### config.mk
export PLATFORM = sky130hd
export DESIGN_NAME = csrf_tc_core
export DESIGN_NICKNAME = d
export VERILOG_FILES = /design/src/csrf_tc_pkg.sv /design/src/csrf_tc_cmp.sv /design/src/csrf_tc_core.sv
export SDC_FILE = /design/constraint.sdc
export NUM_CORES = 1
export LEC_CHECK = 0
export ABC_AREA = 0
export BUFFER_PORTS_ARGS = -buffer_cell sky130_fd_sc_hd__buf_2
export CAP_MARGIN = 40
export CORE_MARGIN = 5
export CORE_UTILIZATION = 52
export CTS_CLUSTER_SIZE = 20
export DETAILED_ROUTE_END_ITERATION = 10
export MAX_ROUTING_LAYER = met4
export PLACE_DENSITY = 0.83
export SLEW_MARGIN = 20
export SYNTH_ARGS = -nofsm -noshare
export SYNTH_HDL_FRONTEND = slang
export SYNTH_SLANG_ARGS = --single-unit
export TNS_END_PERCENT = 50
### constraint.sdc
create_clock -name clk -period 3.32 [get_ports clk]
set_clock_uncertainty 0.2 [all_clocks]
set_input_delay 0.498 -clock clk [delete_from_list [all_inputs] [get_ports clk]]
set_output_delay 0.498 -clock clk [all_outputs]
set_load 0.02 [all_outputs]
### src/csrf_tc_pkg.sv
package csrf_tc_pkg;

    localparam int SECRET_W  = 128;
    localparam int NIB_IDX_W = 5;
    localparam int CFG_W     = 64;
    localparam int CFG_IDX_W = 1;
    localparam int KEY_POS_W = 3;

    localparam logic [CFG_IDX_W-1:0] REG_TOKEN_HIGH = 1'b0;
    localparam logic [CFG_IDX_W-1:0] REG_TOKEN_LOW  = 1'b1;

    localparam logic [KEY_POS_W-1:0] KEY_LEN     = 3'd5;
    localparam logic [KEY_POS_W-1:0] KEY_BOUNDARY = 3'd0;
    localparam logic [KEY_POS_W-1:0] KEY_OUTSIDE = 3'd7;

    localparam logic [7:0] CHAR_AMP = 8'h26;

    typedef enum logic [1:0] {
        FUNC_HEADER = 2'd0,
        FUNC_BODY   = 2'd1,
        FUNC_END    = 2'd2
    } func_t;

    typedef enum logic [1:0] {
        PATH_HEADER = 2'd0,
        PATH_FORM   = 2'd1,
        PATH_NONE   = 2'd2
    } path_t;

    typedef struct packed {
        logic  verified;
        path_t path;
    } verdict_t;

    function automatic logic [7:0] hex_char(input logic [3:0] nib);
        logic [7:0] wide;
        wide = {4'h0, nib};
        return (nib < 4'd10) ? (8'h30 + wide) : (8'h57 + wide);
    endfunction

    function automatic logic [7:0] key_char(input logic [KEY_POS_W-1:0] pos);
        logic [7:0] c;
        case (pos)
            3'd0:    c = 8'h63;
            3'd1:    c = 8'h73;
            3'd2:    c = 8'h72;
            3'd3:    c = 8'h66;
            3'd4:    c = 8'h3d;
            default: c = 8'h00;
        endcase
        return c;
    endfunction

endpackage

### src/csrf_tc_cmp.sv
module csrf_tc_cmp
    import csrf_tc_pkg::*;
#(
    parameter int TOKEN_CHARS = 32,
    localparam int CNT_W = $clog2(TOKEN_CHARS + 2)
)
(
    input  logic [SECRET_W-1:0] secret,
    input  logic [CNT_W-1:0]    count,
    input  logic                mismatch,
    input  logic [7:0]          data_byte,
    output logic [CNT_W-1:0]    count_next,
    output logic                mismatch_next
);

    logic [NIB_IDX_W-1:0] nib_idx;
    logic [SECRET_W-1:0]  shifted;
    logic [3:0]           nibble;
    logic                 in_range;
    logic                 at_sat;

    assign nib_idx  = NIB_IDX_W'(count);
    assign shifted  = secret << {nib_idx, 2'b00};
    assign nibble   = shifted[SECRET_W-1 -: 4];
    assign in_range = count < CNT_W'(TOKEN_CHARS);
    assign at_sat   = count == CNT_W'(TOKEN_CHARS + 1);

    assign mismatch_next = mismatch || !in_range || (data_byte != hex_char(nibble));
    assign count_next    = at_sat ? count : count + CNT_W'(1);

endmodule

### src/csrf_tc_core.sv
module csrf_tc_core
    import csrf_tc_pkg::*;
#(
    parameter int TOKEN_CHARS = 32
)
(
    input  logic                clk,
    input  logic                rst_n,
    input  logic                step,
    input  func_t               func,
    input  logic [7:0]          data_byte,
    input  logic [SECRET_W-1:0] secret,
    output verdict_t            verdict
);

    localparam int CNT_W = $clog2(TOKEN_CHARS + 2);

    logic [CNT_W-1:0]     hdr_count_reg, hdr_count_next, hdr_count_upd;
    logic                 hdr_mm_reg, hdr_mm_next, hdr_mm_upd;
    logic [KEY_POS_W-1:0] key_pos_reg, key_pos_next;
    logic                 val_active_reg, val_active_next;
    logic                 val_found_reg, val_found_next;
    logic [CNT_W-1:0]     val_count_reg, val_count_next, val_count_upd;
    logic                 val_mm_reg, val_mm_next, val_mm_upd;
    logic                 key_hit;

    csrf_tc_cmp #(.TOKEN_CHARS(TOKEN_CHARS)) u_hdr_cmp (
        .secret        (secret),
        .count         (hdr_count_reg),
        .mismatch      (hdr_mm_reg),
        .data_byte     (data_byte),
        .count_next    (hdr_count_upd),
        .mismatch_next (hdr_mm_upd)
    );

    csrf_tc_cmp #(.TOKEN_CHARS(TOKEN_CHARS)) u_val_cmp (
        .secret        (secret),
        .count         (val_count_reg),
        .mismatch      (val_mm_reg),
        .data_byte     (data_byte),
        .count_next    (val_count_upd),
        .mismatch_next (val_mm_upd)
    );

    assign key_hit = (key_pos_reg < KEY_LEN) && (data_byte == key_char(key_pos_reg));

    always_comb
    begin
        hdr_count_next  = hdr_count_reg;
        hdr_mm_next     = hdr_mm_reg;
        key_pos_next    = key_pos_reg;
        val_active_next = val_active_reg;
        val_found_next  = val_found_reg;
        val_count_next  = val_count_reg;
        val_mm_next     = val_mm_reg;
        if (step)
        begin
            case (func)
                FUNC_HEADER:
                begin
                    hdr_count_next = hdr_count_upd;
                    hdr_mm_next    = hdr_mm_upd;
                end
                FUNC_BODY:
                begin
                    if (val_active_reg)
                    begin
                        if (data_byte == CHAR_AMP)
                        begin
                            val_active_next = 1'b0;
                        end
                        else
                        begin
                            val_count_next = val_count_upd;
                            val_mm_next    = val_mm_upd;
                        end
                    end
                    else if (!val_found_reg)
                    begin
                        if (key_hit)
                        begin
                            if (key_pos_reg == KEY_LEN - 3'd1)
                            begin
                                val_active_next = 1'b1;
                                val_found_next  = 1'b1;
                                key_pos_next    = KEY_BOUNDARY;
                            end
                            else
                            begin
                                key_pos_next = key_pos_reg + 3'd1;
                            end
                        end
                        else if (data_byte == CHAR_AMP)
                        begin
                            key_pos_next = KEY_BOUNDARY;
                        end
                        else
                        begin
                            key_pos_next = KEY_OUTSIDE;
                        end
                    end
                end
                FUNC_END:
                begin
                    hdr_count_next  = '0;
                    hdr_mm_next     = 1'b0;
                    key_pos_next    = KEY_BOUNDARY;
                    val_active_next = 1'b0;
                    val_found_next  = 1'b0;
                    val_count_next  = '0;
                    val_mm_next     = 1'b0;
                end
                default:
                begin
                end
            endcase
        end
    end

    always_ff @(posedge clk or negedge rst_n)
    begin
        if (!rst_n)
        begin
            hdr_count_reg  <= '0;
            hdr_mm_reg     <= 1'b0;
            key_pos_reg    <= KEY_BOUNDARY;
            val_active_reg <= 1'b0;
            val_found_reg  <= 1'b0;
            val_count_reg  <= '0;
            val_mm_reg     <= 1'b0;
        end
        else
        begin
            hdr_count_reg  <= hdr_count_next;
            hdr_mm_reg     <= hdr_mm_next;
            key_pos_reg    <= key_pos_next;
            val_active_reg <= val_active_next;
            val_found_reg  <= val_found_next;
            val_count_reg  <= val_count_next;
            val_mm_reg     <= val_mm_next;
        end
    end

    always_comb
    begin
        if (hdr_count_reg != '0)
        begin
            verdict.verified = (hdr_count_reg == CNT_W'(TOKEN_CHARS)) && !hdr_mm_reg;
            verdict.path     = PATH_HEADER;
        end
        else if (val_found_reg)
        begin
            verdict.verified = (val_count_reg == CNT_W'(TOKEN_CHARS)) && !val_mm_reg;
            verdict.path     = PATH_FORM;
        end
        else
        begin
            verdict.verified = 1'b0;
            verdict.path     = PATH_NONE;
        end
    end

endmodule

# Yosys cells after proc, flatten, opt, wreduce, memory -nomap -nowiden
# Cells that the tools add are included.
[classes]
addsub = 7
order_cmp = 5
n_eq_ne = 20
n_shift = 2
n_mux = 30
n_reduce_logical = 23
[ops]
columns = ["op", "count"]
rows = [
  ["<< shifter 128 x 7 -> 128 bit", 2],
  ["one-hot mux 7 bit (5 select lines)", 1],
  ["equality test 6 bit, second input constant", 4],
  ["2-to-1 mux 6 bit", 4],
  ["one-hot mux 6 bit (2 select lines)", 2],
  ["2-to-1 mux 3 bit", 7],
  ["adder 7 x 4 -> 8 bit, first input constant", 2],
  ["2-to-1 mux 8 bit", 2],
  ["!= test 8 bit", 2],
  ["adder 6 x 4 -> 7 bit, first input constant", 2],
  ["adder 6 x 1 -> 6 bit, second input constant", 2],
  ["< comparator 6 bit, second input constant", 2],
  ["!= test 2 bit, second input constant", 6],
  ["2-to-1 mux 1 bit", 9],
  ["equality test 8 x 6 -> 1 bit, second input constant", 1],
  ["equality test 8 bit", 1],
  ["< comparator 4 bit, second input constant", 2],
  ["one-hot mux 1 bit (2 select lines)", 4],
  ["AND reduction 4 bit", 2],
  ["equality test 3 x 2 -> 1 bit, second input constant", 2],
  ["one-hot mux 3 bit (2 select lines)", 1],
  ["AND reduction 3 bit", 2],
  ["nonzero test 6 bit", 1],
  ["AND reduction 5 bit", 1],
  ["13 further kinds", 23],
]
[totals]
regBits = 19
in_bits = 141
wordCells = 94

# Longest topological paths before layout
# Gate-level depths: netlist of the first run.
[depth]
word_depth = 8
ltp_mapped = 15
ltp_nobuf = 11

# By module
# A second synthesis of the first run with hierarchy kept.
[unflattened]
hier_cells = 556
area_unflattened_um2 = 4623.2
[modules_own_cells]
columns = ["module", "instances", "cells_each", "area_each_um2", "seq_area_each_um2"]
rows = [
  ["csrf_tc_cmp (u_val_cmp)", 1, 208, 1646.6, 0.0],
  ["csrf_tc_cmp (u_hdr_cmp)", 1, 208, 1640.3, 0.0],
  ["csrf_tc_core", 1, 140, 1336.3, 475.5],
]

# Worst setup path before layout of the first run
# Ideal clock, no wire load.
[synth_timing]
path_kind = "register -> register"
start = "register val_count_reg[0]"
end = "register val_mm_reg"
arrival_ns = 2.622
t_required_ns = 2.992
slack_ns = 0.371
stages_incl_launch_ff = 15
period_less_slack_ns = 2.949
path_cell_list = "dfrtp_1 > buf_6 > buf_8 > buf_6 > mux2_1 > a221o_1 > a21oi_1 > a32oi_1 > inv_1 > ha_1 > nand2_1 > o22ai_1 > or3b_1 > a21oi_1 > a31oi_1"
[synth_via]
elab_chain_len = 8
[synth_lines]
columns = ["element", "line", "text"]
rows = [
  ["start, declared", "csrf_tc_core.sv:23", "logic [CNT_W-1:0] val_count_reg, val_count_next, val_count_upd;"],
  ["start signal, assigned", "csrf_tc_core.sv:139", "val_count_reg <= val_count_next;"],
  ["<< shifter 128 x 7 -> 128 bit", "csrf_tc_cmp.sv:23", "assign shifted = secret << {nib_idx, 2'b00};"],
  ["adder 7 x 4 -> 8 bit, or another cell as far along", "csrf_tc_pkg.sv:38", "return (nib < 4'd10) ? (8'h30 + wide) : (8'h57 + wide);"],
  ["2-to-1 mux 8 bit", "csrf_tc_pkg.sv:38", ""],
  ["!= test 8 bit", "csrf_tc_cmp.sv:28", "assign mismatch_next = mismatch || !in_range || (data_byte != hex_char(nibble));"],
  ["logical OR 1 bit *", "csrf_tc_cmp.sv:28", ""],
  ["2-to-1 mux 1 bit *", "csrf_tc_core.sv:68", "if (data_byte == CHAR_AMP)"],
  ["2-to-1 mux 1 bit *", "csrf_tc_core.sv:66", "if (val_active_reg)"],
  ["one-hot mux 1 bit (2 select lines) *", "csrf_tc_core.sv:58", "case (func)"],
  ["end signal, assigned", "csrf_tc_core.sv:140", "val_mm_reg <= val_mm_next;"],
  ["end, declared", "csrf_tc_core.sv:24", "logic val_mm_reg, val_mm_next, val_mm_upd;"],
]
# Every way passes the cells marked *; elsewhere a longest branch is shown, timed or not. The select of a mux whose other input is x is not followed.
# A chain may end at the register's enable or synchronous reset.

# Worst setup path after layout of the first run
[layout_timing]
start = "register val_count_reg[2]"
end = "register val_mm_reg"
# The elaborated chain is that of the path after synthesis.

==> reports/metrics.cfg, run 1 <==
[synth]
synth_simple_gate_area_frac=0.185
syn-num-nets=619
yosysTopAreaCell=mux4_2
synth_compound_area_frac=0.200
syn-mean-instance-area_sq_um=8.77
synth.top_cells.by_area=mux4_2 17%, mux2i_1 14%, dfrtp_1 12%
synth_top_area_frac=0.167
async_flop_share=1.00
ys_warn_count=0
synthFlopType=dfrtp_1
syn_inst=462
synth_edf_count=0
synth_top_family_by_area=multiplexers
synth_fa_ha_area_frac=0.0494
ys_types=70
yosysSeqAreaShare=0.117
synthMuxAreaShare=0.350
synthXorXnorAreaFrac=0.0238
syn_area_sq_um=4050
synthTopCellsByCount=56 x mux2i_1, 42 x nand2_1, 30 x mux4_2
synth.most_common_cell=mux2i_1
synth_seq_cells=19

[timing]
hold_violations=0
max_freq_mhz=321
relSlewSlack=0.611
min_period_over_period=0.938
drv_slew=0
period_needed_ns=3.11
setup_viol=0
rsz0062_at_grt=false
tns_ns=0
worst_slew_pin_slew_ns=0.581

[worst_setup_path]
critPathTopFamily=simple AND/OR/NAND/NOR gates
criticalPathCategory=flop to flop
timing.rr.start=val_count_reg[2]
cp-startpoint=val_count_reg[2]
worstPathCellList=or3b_1, o22ai_1, nor2_1, a32oi_1, inv_1, ha_1, o31a_1, o22ai_1, or3b_1, a21oi_1, a31oi_1
critical_path_buf_inv_count=1
critical_path_required_ns=3.26
worstSetupStartpointType=flop
critPathSlowestCell=dfrtp_1
critPathMaxStageDelay_ns=0.53
cp_max_fo=13
worstPathArrival_ns=3.06
cp-end-kind=flop

[run]
max_cap_violations=0

[route]
drc=0
first_pass_iters=5
vias_per_cell=6.70
drtAntennaViolNets=0
drt-total-wl_um=14100
drt_iter0_drc=380
num_vias=4654
routedWlPerCell_um=20.3

[hold_path]
min_path_type=flop to flop
hold_start=key_pos_reg[1]

[clock_network]
clkTransAtPathRegs_ns=0.07
clock-sinks=19
cts_tree=built
cts_buffers=3
cts-htree-levels=1
clockBufferDepth=2
root_buffer=clkbuf_8
clk_latency_ns=0.26

[finish]
fin_nets=751
antenna_cells=0
fillCellCount=666
final_util=0.641
seqCellArea_sq_um=484
layout-drive-gt1-share=0.361
multi_input_area_sq_um=3280
area_delta_synth_final_pct=20.9

[pwr]
peakVddDrop_mv=0.568
powerDensity_nw_per_um2=550
leakage_nw=2.14

[placement]
globalplace.congestion=1.02
io_buffers=143
dpl.hpwl_um=11500

[floorplan]
dieWidth_um=98.3
core_area_sq_um=7650
ios=144
die_h_um=98.3
rows=32
start_util=0.530
dieArea_sq_um=9660

[global_routing]
gr-total-overflow=0
antenna_found_initial=0
grtUsageTotal=0.292
grt_max_degree=25
grt_pass1_vias=4702
grt_pass1_wl_um=22800

[run_status]
status=finished, final reports clean

power by group:
| group | internal (W) | switching (W) | leakage [nW] | total (W) |
|---|---|---|---|---|
| clock network | 0.0000855 | 0.0000785 | 0.0228 | 0.000164 |
| registers | 0.000280 | 0.000179 | 0.222 | 0.000459 |
| logic | 0.00103 | 0.00104 | 1.89 | 0.00207 |
per-layer routing:
layer,track usage,share of wire,vias to the layer above
li1,-,-,2066
met1,0.369,0.38,2211
met2,0.478,0.49,326
met3,0.0414,0.10,51
met4,0.106,0.029,0
met5,-,0,-
logic make-up after synthesis:
logic type | Yosys count
adder cells (fa/ha/maj) | 16
AND/OR/NAND/NOR | 145
multiplexers | 98
AO/OA/AOI/OAI | 119
buffers and inverters | 54
flip-flops | 19
XOR/XNOR | 11
timing repair:
action	4_1_cts	5_1_grt
resized for setup	0	2
setup endpoints to repair	0	2
hold buffers	1	0
hold endpoints to repair	19	0
buffers inserted	0	0
cells in the final DEF (no fill, tap or decap), drive strengths merged, types with 4 or more instances in the layout:
| cell | count |
|---|---|
| o22ai | 21 |
| mux2 | 9 |
| nor2b | 4 |
| o21ai | 24 |
| buf | 164 |
| clkbuf | 4 |
| a22o | 5 |
| mux2i | 56 |
| nand4 | 4 |
| nand3b | 5 |
| nand3 | 11 |
| a22oi | 11 |
| or3b | 4 |
| ha | 16 |
| a21oi | 18 |
| xnor2 | 9 |
| a31oi | 6 |
| mux4 | 33 |
| inv | 15 |
| dfrtp | 19 |
| nand2 | 42 |
| nor3 | 21 |
| nor2 | 30 |
through the flow:
step | area [sq um] | power, W | worst slack [ns] | hold slack [ns] | cells
2_1_floorplan | 4050 | 0.00198 | 0.371 | 0.00241 | 462
3_5_place_dp | 4840 | 0.00248 | 0.104 | 0.263 | 690
3_3_place_gp | 4840 | 0.00239 | 0.167 | 0.266 | 690
4_1_cts | 4900 | 0.00265 | 0.0912 | 0.349 | 695
5_1_grt | 4900 | 0.00289 | 0.0454 | 0.399 | 695
6_report | 4900 | 0.00270 | 0.205 | 0.341 | 695
cell type report:
type                    count  area share
multi-input cells         389       0.668
repair buffers            165       0.185
flip-flops and latches     19      0.0988
well taps                 102      0.0260
inverters                  16      0.0123
clock buffers               4     0.00919
worst paths after layout:
check	depth (start not counted)	slack [ns]	end
worst max-delay path	11	0.21	val_mm_reg
worst min-delay path	2	0.34	key_pos_reg[1]
worst max register to register	11	0.21	val_mm_reg
worst min register to register	2	0.34	key_pos_reg[1]
max in group asynchronous	2	2.03	hdr_count_reg[0]
min in group asynchronous	2	0.54	val_count_reg[5]
worst min-delay path, cell delays in order, from the launching register on:
cell,delay [ns]
dfrtp_1,0.39
nand2_1,0.06
nand2_1,0.05
Note: power is estimated with default switching activity, not from simulation.
==> run 2: changes to the inputs <==
clock period = 3.3 ns   (was 3.32 ns; I/O delays follow)
==> run 2 against run 1 <==
Flip-flop and latch count stayed put. Critical path depth is 1 lower. Clock-buffer cell count stayed put. Global-route usage is 0.88 points higher. Sequential share of layout area is 0.071 points lower. Final area is 0.20% higher. Non-clock buffer count is 1 lower.
==> reports/metrics.cfg, run 2 (synthesis results as in run 1) <==
[run_status]
status=finished, final reports clean

[route]
drt-total-wl_um=14400
drtAntennaViolNets=0
vias_per_cell=6.62
first_pass_iters=5
num_vias=4593
drt_iter0_drc=396
drc=0
routedWlPerCell_um=20.7

[global_routing]
grt_pass1_wl_um=23100
gr-total-overflow=0
grtUsageTotal=0.301
antenna_found_initial=0
grt_pass1_vias=4535
grt_max_degree=33

[pwr]
leakage_nw=2.14
powerDensity_nw_per_um2=564
peakVddDrop_mv=0.487
finalPower_w=0.00277

[timing]
rsz0062_at_grt=false
max_freq_mhz=321
relSlewSlack=0.647
min_period_over_period=0.945
setup_viol=0
period_needed_ns=3.12
worst_slew_pin_slew_ns=0.527
drv_slew=0
hold_violations=0
tns_ns=0

[finish]
area_delta_synth_final_pct=21.2
layout-drive-gt1-share=0.367
fin_nets=750
seqCellArea_sq_um=482
fillCellCount=648
multi_input_area_sq_um=3280
antenna_cells=0
design_area_sq_um=4910
final_cell_mix=143 x buf_2, 56 x mux2i_1, 42 x nand2_1
final_common_cell=buf_2

[worst_setup_path]
cp-end-kind=flop
cp_max_fo=7
timing.rr.start=val_count_reg[0]
critical_path_required_ns=3.23
critical_path_buf_inv_count=2
cp-startpoint=val_count_reg[0]
criticalPathCategory=flop to flop
worstPathArrival_ns=3.05
worstSetupStartpointType=flop
critPathSlowestCell=mux4_2
cp_common_cell=buf_4
worstPathCellList=buf_4, mux4_2, a22o_1, nor4b_4, nor2_2, buf_4, xnor2_1, o32ai_1, a32o_1, a31oi_1
critPathMaxStageDelay_ns=0.52
critPathTopFamily=compound AO/OA/AOI/OAI gates

[floorplan]
ios=144
dieWidth_um=98.3
dieArea_sq_um=9660
core_area_sq_um=7650
start_util=0.530
die_h_um=98.3
rows=32

[clock_network]
root_buffer=clkbuf_8
cts_tree=built
cts_buffers=3
cts-htree-levels=1
clkTransAtPathRegs_ns=0.08
clock-sinks=19
clk_latency_ns=0.26
clockBufferDepth=2

[hold_path]
min_path_type=flop to flop
hold_start=val_active_reg

[placement]
io_buffers=143
placed_cell_area_sq_um=4850
dpl.hpwl_um=11900
globalplace.congestion=1.01

[run]
max_cap_violations=0

## run 2: area by class of cell
| cell class | instances | share of cell area |
|---|---|---|
| well taps | 102 | 0.0260 |
| multi-input cells | 389 | 0.669 |
| repair buffers | 164 | 0.186 |
| clock buffers | 4 | 0.00917 |
| flip-flops and latches | 19 | 0.0981 |
| inverters | 16 | 0.0122 |
## run 2: metrics by stage
step                hold slack (ns)  utilization  setup slack (ns)  std cells
global placement              0.269        0.634             0.188        689
floorplan                 -0.000591            -             0.351        462
detailed placement            0.270        0.634             0.152        689
finish                        0.358        0.642             0.181        694
CTS                           0.358        0.641             0.125        694
global route                  0.397        0.642            0.0408        694
## run 2: metal layers
layer	up-vias	wire length (um)	GRT usage
met5	-	0	-
met4	0	426	0.0935
met3	50	1480	0.0650
met2	304	6790	0.483
met1	2164	5680	0.380
li1	2075	-	-
## run 2: tightest hold or removal path: cells and delay by family (launching register included)
family	cells	cell delay [ns]
AOI/OAI and AO/OA	1	0.06
DFF	1	0.41
and+or+nand+nor	1	0.06
## run 2: report_power, final
group          switching [W]  total, W  internal (W)
Combinational        0.00115   0.00221       0.00106
Clock              0.0000835  0.000170     0.0000860
Sequential          0.000112  0.000392      0.000280
## run 2: what timing repair did
item                                    in CTS  in global routing
buffers inserted                             0                  0
hold buffers                                 1                  0
resized for setup                            0                  4
endpoints found under the setup margin       0                  2
hold endpoints to repair                    19                  0
## run 2: final timing paths
| kind | endpoint | slack (ns) | cells past startpoint |
|---|---|---|---|
| max in group asynchronous | val_count_reg[0] | 2.04 | 2 |
| hold reg to reg | val_active_reg | 0.36 | 2 |
| min in group asynchronous | key_pos_reg[0] | 0.52 | 2 |
| setup reg to reg | val_mm_reg | 0.18 | 10 |
| hold / removal | val_active_reg | 0.36 | 2 |
| setup / recovery | val_mm_reg | 0.18 | 10 |
